<file path="src/frml_pkg.sv">
package frml_pkg;

	localparam int TS_W       = 32;
	localparam int FPS_W      = 22;
	localparam int CFG_W      = 10;
	localparam int DLY_W      = 10;
	localparam int WINDOW_DEF = 10;

	// 1000 ms/s scaled by 2^8 for the Q8 rate
	localparam int RATE_NUM = 256000;
	localparam int RATE_W   = 18;
	localparam int MS_PER_S = 1000;

	localparam logic [CFG_W-1:0] MAX_FPS_RST = CFG_W'(60);
	localparam logic [FPS_W-1:0] FPS_IDLE_Q8 = FPS_W'(70 * 256);
	localparam logic [FPS_W-1:0] FPS_MAX_Q8  = {FPS_W{1'b1}};

	typedef enum logic [2:0] {
		ST_IDLE,
		ST_UPD,
		ST_FPS,
		ST_FPS_W,
		ST_CAP,
		ST_CAP_W,
		ST_DONE
	} frml_state_t;

endpackage

</file>
<file path="src/frml_div.sv">
module frml_div #(
	parameter int N_W = 22,
	parameter int D_W = 36
) (
	input  logic           clk,
	input  logic           arst_n,
	input  logic           start,
	input  logic [N_W-1:0] dividend,
	input  logic [D_W-1:0] divisor,
	output logic           busy,
	output logic           done,
	output logic [N_W-1:0] quotient
);
	import frml_pkg::*;

	localparam int CW = $clog2(N_W + 1);

	logic [D_W-1:0] rem_q;
	logic [D_W-1:0] dsr_q;
	logic [N_W-1:0] quo_q;
	logic [CW-1:0]  cnt_q;
	logic           busy_q;
	logic           done_q;
	logic [D_W:0]   shifted;
	logic [D_W:0]   diff;
	logic           ge;

	// one quotient bit per cycle, restoring
	assign shifted = {rem_q, quo_q[N_W-1]};
	assign diff    = shifted - {1'b0, dsr_q};
	assign ge      = shifted >= {1'b0, dsr_q};

	always_ff @(posedge clk or negedge arst_n) begin
		if (!arst_n) begin
			busy_q <= 1'b0;
			done_q <= 1'b0;
			cnt_q  <= '0;
		end else begin
			done_q <= 1'b0;
			if (start) begin
				busy_q <= 1'b1;
				cnt_q  <= CW'(N_W);
			end else if (busy_q) begin
				cnt_q <= cnt_q - 1'b1;
				if (cnt_q == CW'(1)) begin
					busy_q <= 1'b0;
					done_q <= 1'b1;
				end
			end
		end
	end

	always_ff @(posedge clk) begin
		if (start) begin
			rem_q <= '0;
			dsr_q <= divisor;
			quo_q <= dividend;
		end else if (busy_q) begin
			rem_q <= ge ? diff[D_W-1:0] : shifted[D_W-1:0];
			quo_q <= {quo_q[N_W-2:0], ge};
		end
	end

	assign busy     = busy_q;
	assign done     = done_q;
	assign quotient = quo_q;

endmodule

</file>
<file path="src/frml_win.sv">
module frml_win #(
	parameter int WINDOW = frml_pkg::WINDOW_DEF,
	localparam int CNT_W  = $clog2(WINDOW + 1),
	localparam int SUM_W  = frml_pkg::TS_W + CNT_W
) (
	input  logic                      clk,
	input  logic                      arst_n,
	input  logic                      rd_en,
	input  logic                      upd,
	input  logic [frml_pkg::TS_W-1:0] period,
	output logic [CNT_W-1:0]          count,
	output logic [SUM_W-1:0]          sum
);
	import frml_pkg::*;

	localparam int SLOT_W = (WINDOW > 1) ? $clog2(WINDOW) : 1;

	logic [TS_W-1:0]   ring_mem [WINDOW];
	logic [TS_W-1:0]   old_q;
	logic [SLOT_W-1:0] slot_q;
	logic [CNT_W-1:0]  count_q;
	logic [SUM_W-1:0]  sum_q;
	logic              full;
	logic [SUM_W-1:0]  drop;

	assign full = count_q == CNT_W'(WINDOW);
	assign drop = full ? SUM_W'(old_q) : '0;

	always_ff @(posedge clk) begin
		if (rd_en) begin
			old_q <= ring_mem[slot_q];
		end
		if (upd) begin
			ring_mem[slot_q] <= period;
		end
	end

	always_ff @(posedge clk or negedge arst_n) begin
		if (!arst_n) begin
			slot_q  <= '0;
			count_q <= '0;
			sum_q   <= '0;
		end else if (upd) begin
			sum_q  <= sum_q + SUM_W'(period) - drop;
			slot_q <= (slot_q == SLOT_W'(WINDOW - 1)) ? '0 : slot_q + 1'b1;
			if (!full) begin
				count_q <= count_q + 1'b1;
			end
		end
	end

	assign count = count_q;
	assign sum   = sum_q;

endmodule

</file>
<file path="src/frame_rate_meter_limiter_core.sv">
// Frame rate meter and limiter.
// Input channel (in_valid/in_ready): one transfer per frame end, carrying the
// frame start and frame end millisecond timestamps. Each input gives exactly
// one output transfer (out_valid/out_ready): the frame period since the last
// frame end, the averaged rate over the last WINDOW periods in Q8, and the
// wait in ms needed to hold the configured rate cap.
// Config channel (cfg_valid/cfg_ready): writes max_fps; always ready, write
// only while no frame is in flight.
// Timing: one frame is handled at a time. A single restoring divider does
// the rate division and then the minimum period division, one quotient bit
// per cycle; N = max(clog2(WINDOW+1)+18, 22) bits each. The rate division
// is skipped when the window sum is zero; a new input can be taken in the
// cycle after the result is loaded into the output register.
// The output register holds its result while out_ready is low; the next
// frame may be accepted meanwhile but completes only after that transfer.
// Reset clears the history: the first frame reports period 0; max_fps = 60.
module frame_rate_meter_limiter_core #(
	parameter int WINDOW = frml_pkg::WINDOW_DEF
) (
	input  logic                       clk,
	input  logic                       arst_n,
	input  logic                       cfg_valid,
	output logic                       cfg_ready,
	input  logic [frml_pkg::CFG_W-1:0] max_fps,
	input  logic                       in_valid,
	output logic                       in_ready,
	input  logic [frml_pkg::TS_W-1:0]  start_time,
	input  logic [frml_pkg::TS_W-1:0]  now_time,
	output logic                       out_valid,
	input  logic                       out_ready,
	output logic [frml_pkg::FPS_W-1:0] fps_q8,
	output logic [frml_pkg::TS_W-1:0]  frame_period,
	output logic [frml_pkg::DLY_W-1:0] delay_ms
);
	import frml_pkg::*;

	localparam int CNT_W = $clog2(WINDOW + 1);
	localparam int SUM_W = TS_W + CNT_W;
	localparam int NUM_W = CNT_W + RATE_W;
	localparam int DIV_N = (NUM_W > FPS_W) ? NUM_W : FPS_W;

	frml_state_t state_q, state_nx;

	logic [CFG_W-1:0] max_fps_q;
	logic [TS_W-1:0]  prev_end_q;
	logic             seen_q;
	logic [TS_W-1:0]  period_q;
	logic [TS_W-1:0]  elapsed_q;
	logic [FPS_W-1:0] fps_q;
	logic [DLY_W-1:0] delay_q;
	logic             out_valid_q;
	logic [FPS_W-1:0] out_fps_q;
	logic [TS_W-1:0]  out_period_q;
	logic [DLY_W-1:0] out_delay_q;

	logic             in_xfer;
	logic             out_free;
	logic             rd_en;
	logic             upd;
	logic             div_start;
	logic             div_busy;
	logic             div_done;
	logic [DIV_N-1:0] div_a;
	logic [SUM_W-1:0] div_b;
	logic [DIV_N-1:0] div_q;
	logic [CNT_W-1:0] count;
	logic [SUM_W-1:0] sum;
	logic             sum_zero;
	logic [CFG_W-1:0] cap;
	logic [TS_W-1:0]  min_period;

	assign cfg_ready = 1'b1;
	assign in_xfer   = in_valid && in_ready;
	assign out_free  = !out_valid_q || out_ready;
	assign sum_zero  = sum == '0;
	assign cap       = (max_fps_q == '0) ? CFG_W'(1) : max_fps_q;
	assign min_period = TS_W'(div_q[DLY_W-1:0]);

	always_comb begin
		state_nx = state_q;
		unique case (state_q)
			ST_IDLE:  if (in_valid) state_nx = ST_UPD;
			ST_UPD:   state_nx = ST_FPS;
			ST_FPS:   state_nx = sum_zero ? ST_CAP : ST_FPS_W;
			ST_FPS_W: if (div_done) state_nx = ST_CAP;
			ST_CAP:   state_nx = ST_CAP_W;
			ST_CAP_W: if (div_done) state_nx = ST_DONE;
			ST_DONE:  if (out_free) state_nx = ST_IDLE;
			default:  state_nx = ST_IDLE;
		endcase
	end

	always_comb begin
		in_ready  = state_q == ST_IDLE;
		rd_en     = in_ready && in_valid;
		upd       = state_q == ST_UPD;
		div_start = 1'b0;
		div_a     = DIV_N'(MS_PER_S);
		div_b     = SUM_W'(cap);
		unique case (state_q)
			ST_FPS: begin
				div_start = !sum_zero;
				div_a     = DIV_N'(NUM_W'(count) * NUM_W'(RATE_NUM));
				div_b     = sum;
			end
			ST_CAP:  div_start = 1'b1;
			default: div_start = 1'b0;
		endcase
	end

	always_ff @(posedge clk or negedge arst_n) begin
		if (!arst_n) begin
			state_q     <= ST_IDLE;
			max_fps_q   <= MAX_FPS_RST;
			prev_end_q  <= '0;
			seen_q      <= 1'b0;
			out_valid_q <= 1'b0;
		end else begin
			state_q <= state_nx;
			if (cfg_valid && cfg_ready) begin
				max_fps_q <= max_fps;
			end
			if (in_xfer) begin
				prev_end_q <= now_time;
				seen_q     <= 1'b1;
			end
			if (state_q == ST_DONE && out_free) begin
				out_valid_q <= 1'b1;
			end else if (out_ready) begin
				out_valid_q <= 1'b0;
			end
		end
	end

	always_ff @(posedge clk) begin
		if (in_xfer) begin
			period_q  <= seen_q ? now_time - prev_end_q : '0;
			elapsed_q <= now_time - start_time;
		end
		if (state_q == ST_FPS && sum_zero) begin
			fps_q <= FPS_IDLE_Q8;
		end else if (state_q == ST_FPS_W && div_done) begin
			fps_q <= (div_q > DIV_N'(FPS_MAX_Q8)) ? FPS_MAX_Q8 : div_q[FPS_W-1:0];
		end
		if (state_q == ST_CAP_W && div_done) begin
			delay_q <= (min_period > elapsed_q) ?
				DLY_W'(min_period - elapsed_q) : '0;
		end
		if (state_q == ST_DONE && out_free) begin
			out_fps_q    <= fps_q;
			out_period_q <= period_q;
			out_delay_q  <= delay_q;
		end
	end

	frml_win #(
		.WINDOW (WINDOW)
	) u_win (
		.clk    (clk),
		.arst_n (arst_n),
		.rd_en  (rd_en),
		.upd    (upd),
		.period (period_q),
		.count  (count),
		.sum    (sum)
	);

	frml_div #(
		.N_W (DIV_N),
		.D_W (SUM_W)
	) u_div (
		.clk      (clk),
		.arst_n   (arst_n),
		.start    (div_start),
		.dividend (div_a),
		.divisor  (div_b),
		.busy     (div_busy),
		.done     (div_done),
		.quotient (div_q)
	);

	assign out_valid    = out_valid_q;
	assign fps_q8       = out_fps_q;
	assign frame_period = out_period_q;
	assign delay_ms     = out_delay_q;

	a_div_idle_at_start: assert property (@(posedge clk) disable iff (!arst_n)
		div_start |-> !div_busy)
		else $error("divider started while busy");

	a_count_bound: assert property (@(posedge clk) disable iff (!arst_n)
		count <= CNT_W'(WINDOW))
		else $error("window count above depth");

	a_one_at_a_time: assert property (@(posedge clk) disable iff (!arst_n)
		in_xfer |=> !in_ready)
		else $error("input taken while a frame is in flight");

	a_delay_bound: assert property (@(posedge clk) disable iff (!arst_n)
		out_valid |-> delay_ms <= DLY_W'(MS_PER_S))
		else $error("delay above one second");

endmodule

</file>
<file path="config.mk">
export PLATFORM = sky130hd
export DESIGN_NAME = frame_rate_meter_limiter_core
export DESIGN_NICKNAME = d
export VERILOG_FILES = /design/src/frml_pkg.sv /design/src/frml_div.sv /design/src/frml_win.sv /design/src/frame_rate_meter_limiter_core.sv
export SDC_FILE = /design/constraint.sdc
export NUM_CORES = 1
export LEC_CHECK = 0
export BUFFER_PORTS_ARGS = -buffer_cell sky130_fd_sc_hd__buf_4
export CORE_ASPECT_RATIO = 0.9
export CORE_MARGIN = 2
export CORE_UTILIZATION = 46
export CTS_CLUSTER_DIAMETER = 40
export DETAILED_ROUTE_END_ITERATION = 16
export PLACE_DENSITY = 0.72
export SYNTH_ARGS = -nofsm -noshare
export SYNTH_HDL_FRONTEND = slang
export SYNTH_HIERARCHICAL = 1
export SYNTH_SLANG_ARGS = --single-unit
</file>
<file path="constraint.sdc">
create_clock -name clk -period 10.17 [get_ports clk]
set_clock_uncertainty 0.1 [all_clocks]
set_input_delay 1.5255 -clock clk [delete_from_list [all_inputs] [get_ports clk]]
set_output_delay 1.5255 -clock clk [all_outputs]
set_load 0.02 [all_outputs]
</file>
# Word level (Yosys, flattened, before mapping)
# Memory sizes are Yosys's and may differ from the RTL's. A register that Yosys moved wholly into a read port is not among the register bits.
# Index checks and enable logic that the tools add are counted.
# totals
word_cells	93
ramBits	320
register_bits	352
latchBits	0
n_memories	1
out_inout_bits	67
romBits	0
# mem_list
name	words	width	read_ports	rd_clocked_by_memory_dff	wr	line	text
u_win.ring_mem	10	32	1	1	1	frml_win.sv:18	logic [TS_W-1:0] ring_mem [WINDOW];
# op_classes
bitwise	1
eq_ne	13
order_cmp	3
n_shift	0
n_addsub	9
reduce_logical	15
mul	1
mux	28
div_mod_pow	0
# ops
op	count
$mux 22	4
$sub 36x36->36	2
$sub 32x32->32	2
$ge 37x36->1	1
$add 36x32->36	1
$logic_not 36->1	1
$mux 36	1
$gt 10x32->1	1
$mux 32	1
$gt 22x22->1 const B	1
$pmux 3 s7	1
$mux 10	2
$mux 3	5
$mul 4x7->11 const B	1
$logic_not 10->1	1
$mux 1	10
$mux 5	2
$sub 10x10->10	1
$eq 3x3->1 const B	3
$add 4x1->4 const B	2
$eq 4x4->1 const B	2
$eq 3x2->1 const B	2
$eq 5x1->1 const B	1
$logic_and 1x1->1	5
other kinds (13)	17

# Depth between registers and ports, before layout
# depth
ltp_word	4
mapped_depth	17

# By module
# The synthesis kept the hierarchy.
# by_module_without_submodules
module	n_inst	cells_per_inst	area_per_inst_um2
frml_win	1	1189	18023.5
frame_rate_meter_limiter_core	1	1206	11980.2
frml_div	1	635	6130.9

# Least setup slack after synthesis
# Ideal clock, no wire load.
# synth_timing
kind	in2reg
from	input port in_valid
to	register elapsed_q[0], enable pin
required_ns	9.575
cell_stages	3
setup_ns	0.495
path_slack_ns	4.904
arrival_time_ns	4.671
cell_sequence	and2_1 -> clkbuf_1 -> clkbuf_1
# synth_between
elab_chain_cells	1
# synth_rtl
element	line	text
start: declaration	frame_rate_meter_limiter_core.sv:25	input logic in_valid,
$logic_and 1x1->1	frame_rate_meter_limiter_core.sv:73	assign in_xfer = in_valid && in_ready;
named net in_xfer	frame_rate_meter_limiter_core.sv:56	logic in_xfer;
end signal: assignment	frame_rate_meter_limiter_core.sv:138	elapsed_q <= now_time - start_time;
end: declaration	frame_rate_meter_limiter_core.sv:48	logic [TS_W-1:0] elapsed_q;
# The timed path passes the listed nets, and every way through them passes these cells.
# A chain may end at the register's enable or synchronous reset.

# Final worst setup path
# layout_timing
from	register u_win.count_q[0] (netlist: u_win/count[0])
to	register u_win.sum_q[32] (netlist: u_win/sum[32])
# layout_between
elab_chain_cells	3
# layout_rtl
element	line	text
start: declaration	frml_win.sv:21	logic [CNT_W-1:0] count_q;
start signal: assignment	frml_win.sv:47	count_q <= count_q + 1'b1;
$eq 4x4->1	frml_win.sv:26	assign full = count_q == CNT_W'(WINDOW);
$mux 32	frml_win.sv:27	assign drop = full ? SUM_W'(old_q) : '0;
$sub 36x36->36	frml_win.sv:44	sum_q <= sum_q + SUM_W'(period) - drop;
end signal: assignment	frml_win.sv:44	
end: declaration	frml_win.sv:22	logic [SUM_W-1:0] sum_q;
# No other way between the ends.

==> metrics.md <==
| Metric | Value |
|---|---|
| Status | `complete, no violations` |
| Share of the synthesized area in the top cell type | `0.4554` |
| Post-route setup TNS | `0 ps` |
| Vias per cell | `roughly 5.5` |
| WL per Instance | `roughly 18 um` |
| Largest family of logic cells by synthesized area | `compound AO/OA/AOI/OAI gates` |
| Synth Instances | `3030` |
| Post-Synth Simple-Gate Area | `0.1044` |
| Post-synth EDFFs | `between 500 and 600` |
| Root buf cell | `clkbuf_16` |
| Core ar. | `a little under 80000 um2` |
| First-pass GRT wire length | `124200 um` |
| Crit path kind | `reg2reg` |
| Antenna Nets Post-Route | `0` |
| Port-buffer cells | `between 100 and 150` |
| Layout cell share with drive strength beyond 1 | `0.1462` |
| Maximum vdd drop | `roughly 0.00017 V` |
| Total CTS buffers | `94` |
| Yosys reg bits | `just over 700` |
| Final hold vios | `0` |
| Cell Count, Final, Fillers Out | `about 4300` |
| CP Data Arrival Time | `between 5000 and 6000 ps` |
| Worst-path fanout max | `33` |
| FFs w/ async S/R, synth | `0.1392` |
| Pin slew with the least headroom to its limit | `about 1200 ps` |
| Clock sink count | `between 700 and 800` |
| Yosys warns | `6` |
| Grt met3 use | `0.03652` |
| IO Count | `146` |
| Met1 usage | `0.2633` |
| Clk_lat worst skew | `650 ps` |
| Post-Synth XOR/XNOR Area | `0.03224` |
| Syn avg cell area | `11.93 um2` |
| CP cell instances | `inv_1, ha_1, and3b_1, and2_1, fa_1, inv_1, ha_1, and3_1, a221oi_2, o31a_1, o211ai_2, nand4_2, or3_1, and3b_1, o31ai_2` |
| Top FF cell, synth | `edfxtp_1` |
| DRT iter0 DRCs | `approximately 1800` |
| Vias | `23378` |
| Final hold slack | `316.4 ps` |
| Initial antenna violation count | `0` |
| Seq/Total Area, Yosys | `0.5555` |
| # nets final | `roughly 3400` |
| Final period util | `0.4722` |
| Die Area | `80810 um2` |
| Post-synthesis adder-cell area fraction | `0.08026` |
| Achievable Freq | `about 210 MHz` |
| GRT busiest layer | `met2` |
| DRC violations left | `0` |
| Drt pass-1 iters | `5` |
| Max capacitance violation total | `0` |
| Post-CTS sizing | `0` |
| Post-CTS Setup Inserts | `0` |
| Family with the most delay on the worst path | `simple AND/OR/NAND/NOR gates` |
| Crit end category | `flop` |
| Post-synth cell types | `92` |
| Crit-path slowest cell | `dfrtp_1` |
| Grt total ovfl | `0` |
| Placed cell areas | `around 38000 um2` |
| CTS Hold Buffers Added | `0` |
| Max_slew headroom | `0.1911` |
| Setup ws final | `5368 ps` |
| Synth area leader | `edfxtp_1` |
| CP peak stage delay | `between 500 and 600 ps` |
| # setup viols final | `0` |
| Synth area leaders | `edfxtp_1 (46%), dfrtp_1 (6.5%), ha_1 (5.6%), mux4_2 (4.0%), dfxtp_1 (3.2%)` |
| Starting Density | `0.4645` |
| Post-route cell area | `41520 um2` |
| DP Wirelength | `between 50000 and 60000 um` |
| CTS tree | `done` |
| Area Growth Syn to Fin | `14.89%` |
| Clk buf depth | `3` |
| Complex-gate fraction of the synthesized area | `0.1104` |
| Width of the die | `approximately 300 um` |
| Clk slew on worst S/H paths | `about 50 ps` |
| Drt total wl | `slightly below 80000 um` |
| Gpl congestion | `roughly 0.9` |
| Row count | `97` |
| Dpl cells | `slightly above 4000` |
| Fillers | `6406` |
| Required time worst endpoint | `10600 ps` |
| Total GRT Usage | `0.1915` |
| H-tree depth | `3` |
| Vias in the first global route | `between 20000 and 25000` |
| ANT cells | `0` |
| Crit start category | `flop` |
| Die H | `about 270 um` |
| Post-layout min period | `between 4000 and 5000 ps` |
| Worst Path Buf+Inv | `2` |
| Largest net degree at the start of global routing | `between 80 and 90` |
| Worst min path class | `reg2reg` |
| Leak pwr | `around 0.016 uW` |
| Mux cell area share after synthesis | `0.07143` |
| Worst slack, placed | `5425 ps` |
| PD cells | `around 350 nW/um2` |
| Max-slew violation count | `0` |
| RSZ-0062 raised after global routing | `false` |
| GRT met2 Usage | `0.3124` |
| Mapped Area | `36130 um2` |
==> worst reg2reg max path, cell delays in order (launching register included) <==
cell,delay (ps)
dfrtp_1,580
inv_1,140
ha_1,220
and3b_1,490
and2_1,350
fa_1,470
inv_1,40
ha_1,370
and3_1,200
a221oi_2,90
o31a_1,390
o211ai_2,240
nand4_2,240
or3_1,420
and3b_1,200
o31ai_2,160
==> stage by stage <==
step | power [uW] | utilization
2_1_floorplan | 9699 | -
3_3_place_gp | 11040 | 0.4912
3_5_place_dp | 11160 | 0.4912
4_1_cts | 14610 | 0.5337
5_1_grt | 15610 | 0.5337
6_report | 14550 | 0.5337
==> cell usage in the layout, fill, tap and decap left out, drive strengths merged, types with 55 or more instances in the layout <==
cell type / instances
dfrtp: 94
edfxtp: 548
o21ai: 138
nor2b: 56
mux4: 64
xor2: 55
a211oi: 73
clkbuf: 105
dfxtp: 58
mux2i: 70
and2: 94
xnor2: 78
buf: 166
nor2: 140
ha: 163
a21oi: 209
nand2: 258
a21o: 62
inv: 301
==> synthesized netlist by cell type, types with 23 or more instances <==
| library cell | n |
|---|---|
| edfxtp_1 | 548 |
| inv_1 | 282 |
| nand2_1 | 258 |
| a21oi_1 | 209 |
| ha_1 | 163 |
| nor2_1 | 140 |
| o21ai_0 | 132 |
| dfrtp_1 | 94 |
| and2_1 | 93 |
| clkbuf_1 | 91 |
| xnor2_1 | 78 |
| a211oi_1 | 71 |
| mux2i_1 | 70 |
| mux4_2 | 64 |
| a21o_1 | 60 |
| dfxtp_1 | 58 |
| nor2b_1 | 56 |
| xor2_1 | 55 |
| fa_1 | 43 |
| nand4_1 | 39 |
| mux2_2 | 37 |
| nand2b_1 | 32 |
| nor3_1 | 31 |
| nand3_1 | 29 |
| a31oi_1 | 25 |
| nor4_1 | 23 |
==> area by class of cell <==
class | instances | area, um2 | area share
well taps | 1039 | 1300 | 0.03131
multi-input cells | 1914 | 14530 | 0.3499
inverters | 282 | 1059 | 0.02550
flip-flops and latches | 704 | 20080 | 0.4837
repair buffers | 166 | 1246 | 0.03002
clock inverters | 71 | 867.1 | 0.02089
clock buffers | 105 | 2436 | 0.05868
==> path summary, 6_finish.rpt <==
| check | cells past startpoint | endpoint | startpoint | slack [ps] |
|---|---|---|---|---|
| min in group asynchronous | 1 | prev_end_q[26]$_DFFE_PN0P_ | arst_n | 810 |
| worst max register to register | 15 | u_win/sum[32]$_DFFE_PN0P_ | u_win/count[0]$_DFFE_PN0P_ | 5370 |
| max in group asynchronous | 2 | u_div/busy$_DFF_PN0_ | arst_n | 7850 |
| worst min-delay path | 0 | delay_ms[9]$_DFFE_PP_ | delay_q[9]$_SDFFCE_PP0P_ | 320 |
| worst min register to register | 0 | delay_ms[9]$_DFFE_PP_ | delay_q[9]$_SDFFCE_PP0P_ | 320 |
| worst max-delay path | 15 | u_win/sum[32]$_DFFE_PN0P_ | u_win/count[0]$_DFFE_PN0P_ | 5370 |
==> kinds of logic after synthesis <==
family | count (synthesis)
XOR/XNOR | 133
adder cells (fa/ha/maj) | 206
other | 2
AND/OR/NAND/NOR | 763
AO/OA/AOI/OAI | 633
multiplexers | 173
buffers and inverters | 416
flip-flops | 704
==> state kept, by name, indices dropped and copies added, names as in the netlist <==
name,flops
delay_ms,10
delay_q,10
elapsed_q,32
fps_q,22
fps_q8,22
frame_period,32
max_fps_q,10
out_valid,1
period_q,32
prev_end_q,32
seen_q,1
state_q,3
u_div/busy,1
u_div/cnt_q,5
u_div/done,1
u_div/dsr_q,36
u_div/quotient,22
u_div/rem_q,36
u_win/count,4
u_win/old_q,32
u_win/ring_mem,320
u_win/slot_q,4
u_win/sum,36
==> power by group <==
group / internal [uW] / switching [uW] / leakage (uW)
registers: 4010 / 522 / 0.00664
clock network: 2060 / 1310 / 0.00160
logic: 2840 / 3820 / 0.00800
total: 8900 / 5650 / 0.0162
==> per-layer routing <==
metal | share of wire | routed length (um)
met5 | 0 | 0
met4 | 0.021 | 1613
met1 | 0.45 | 34850
met2 | 0.48 | 37050
met3 | 0.056 | 4324
(Power assumes the default switching activity.)
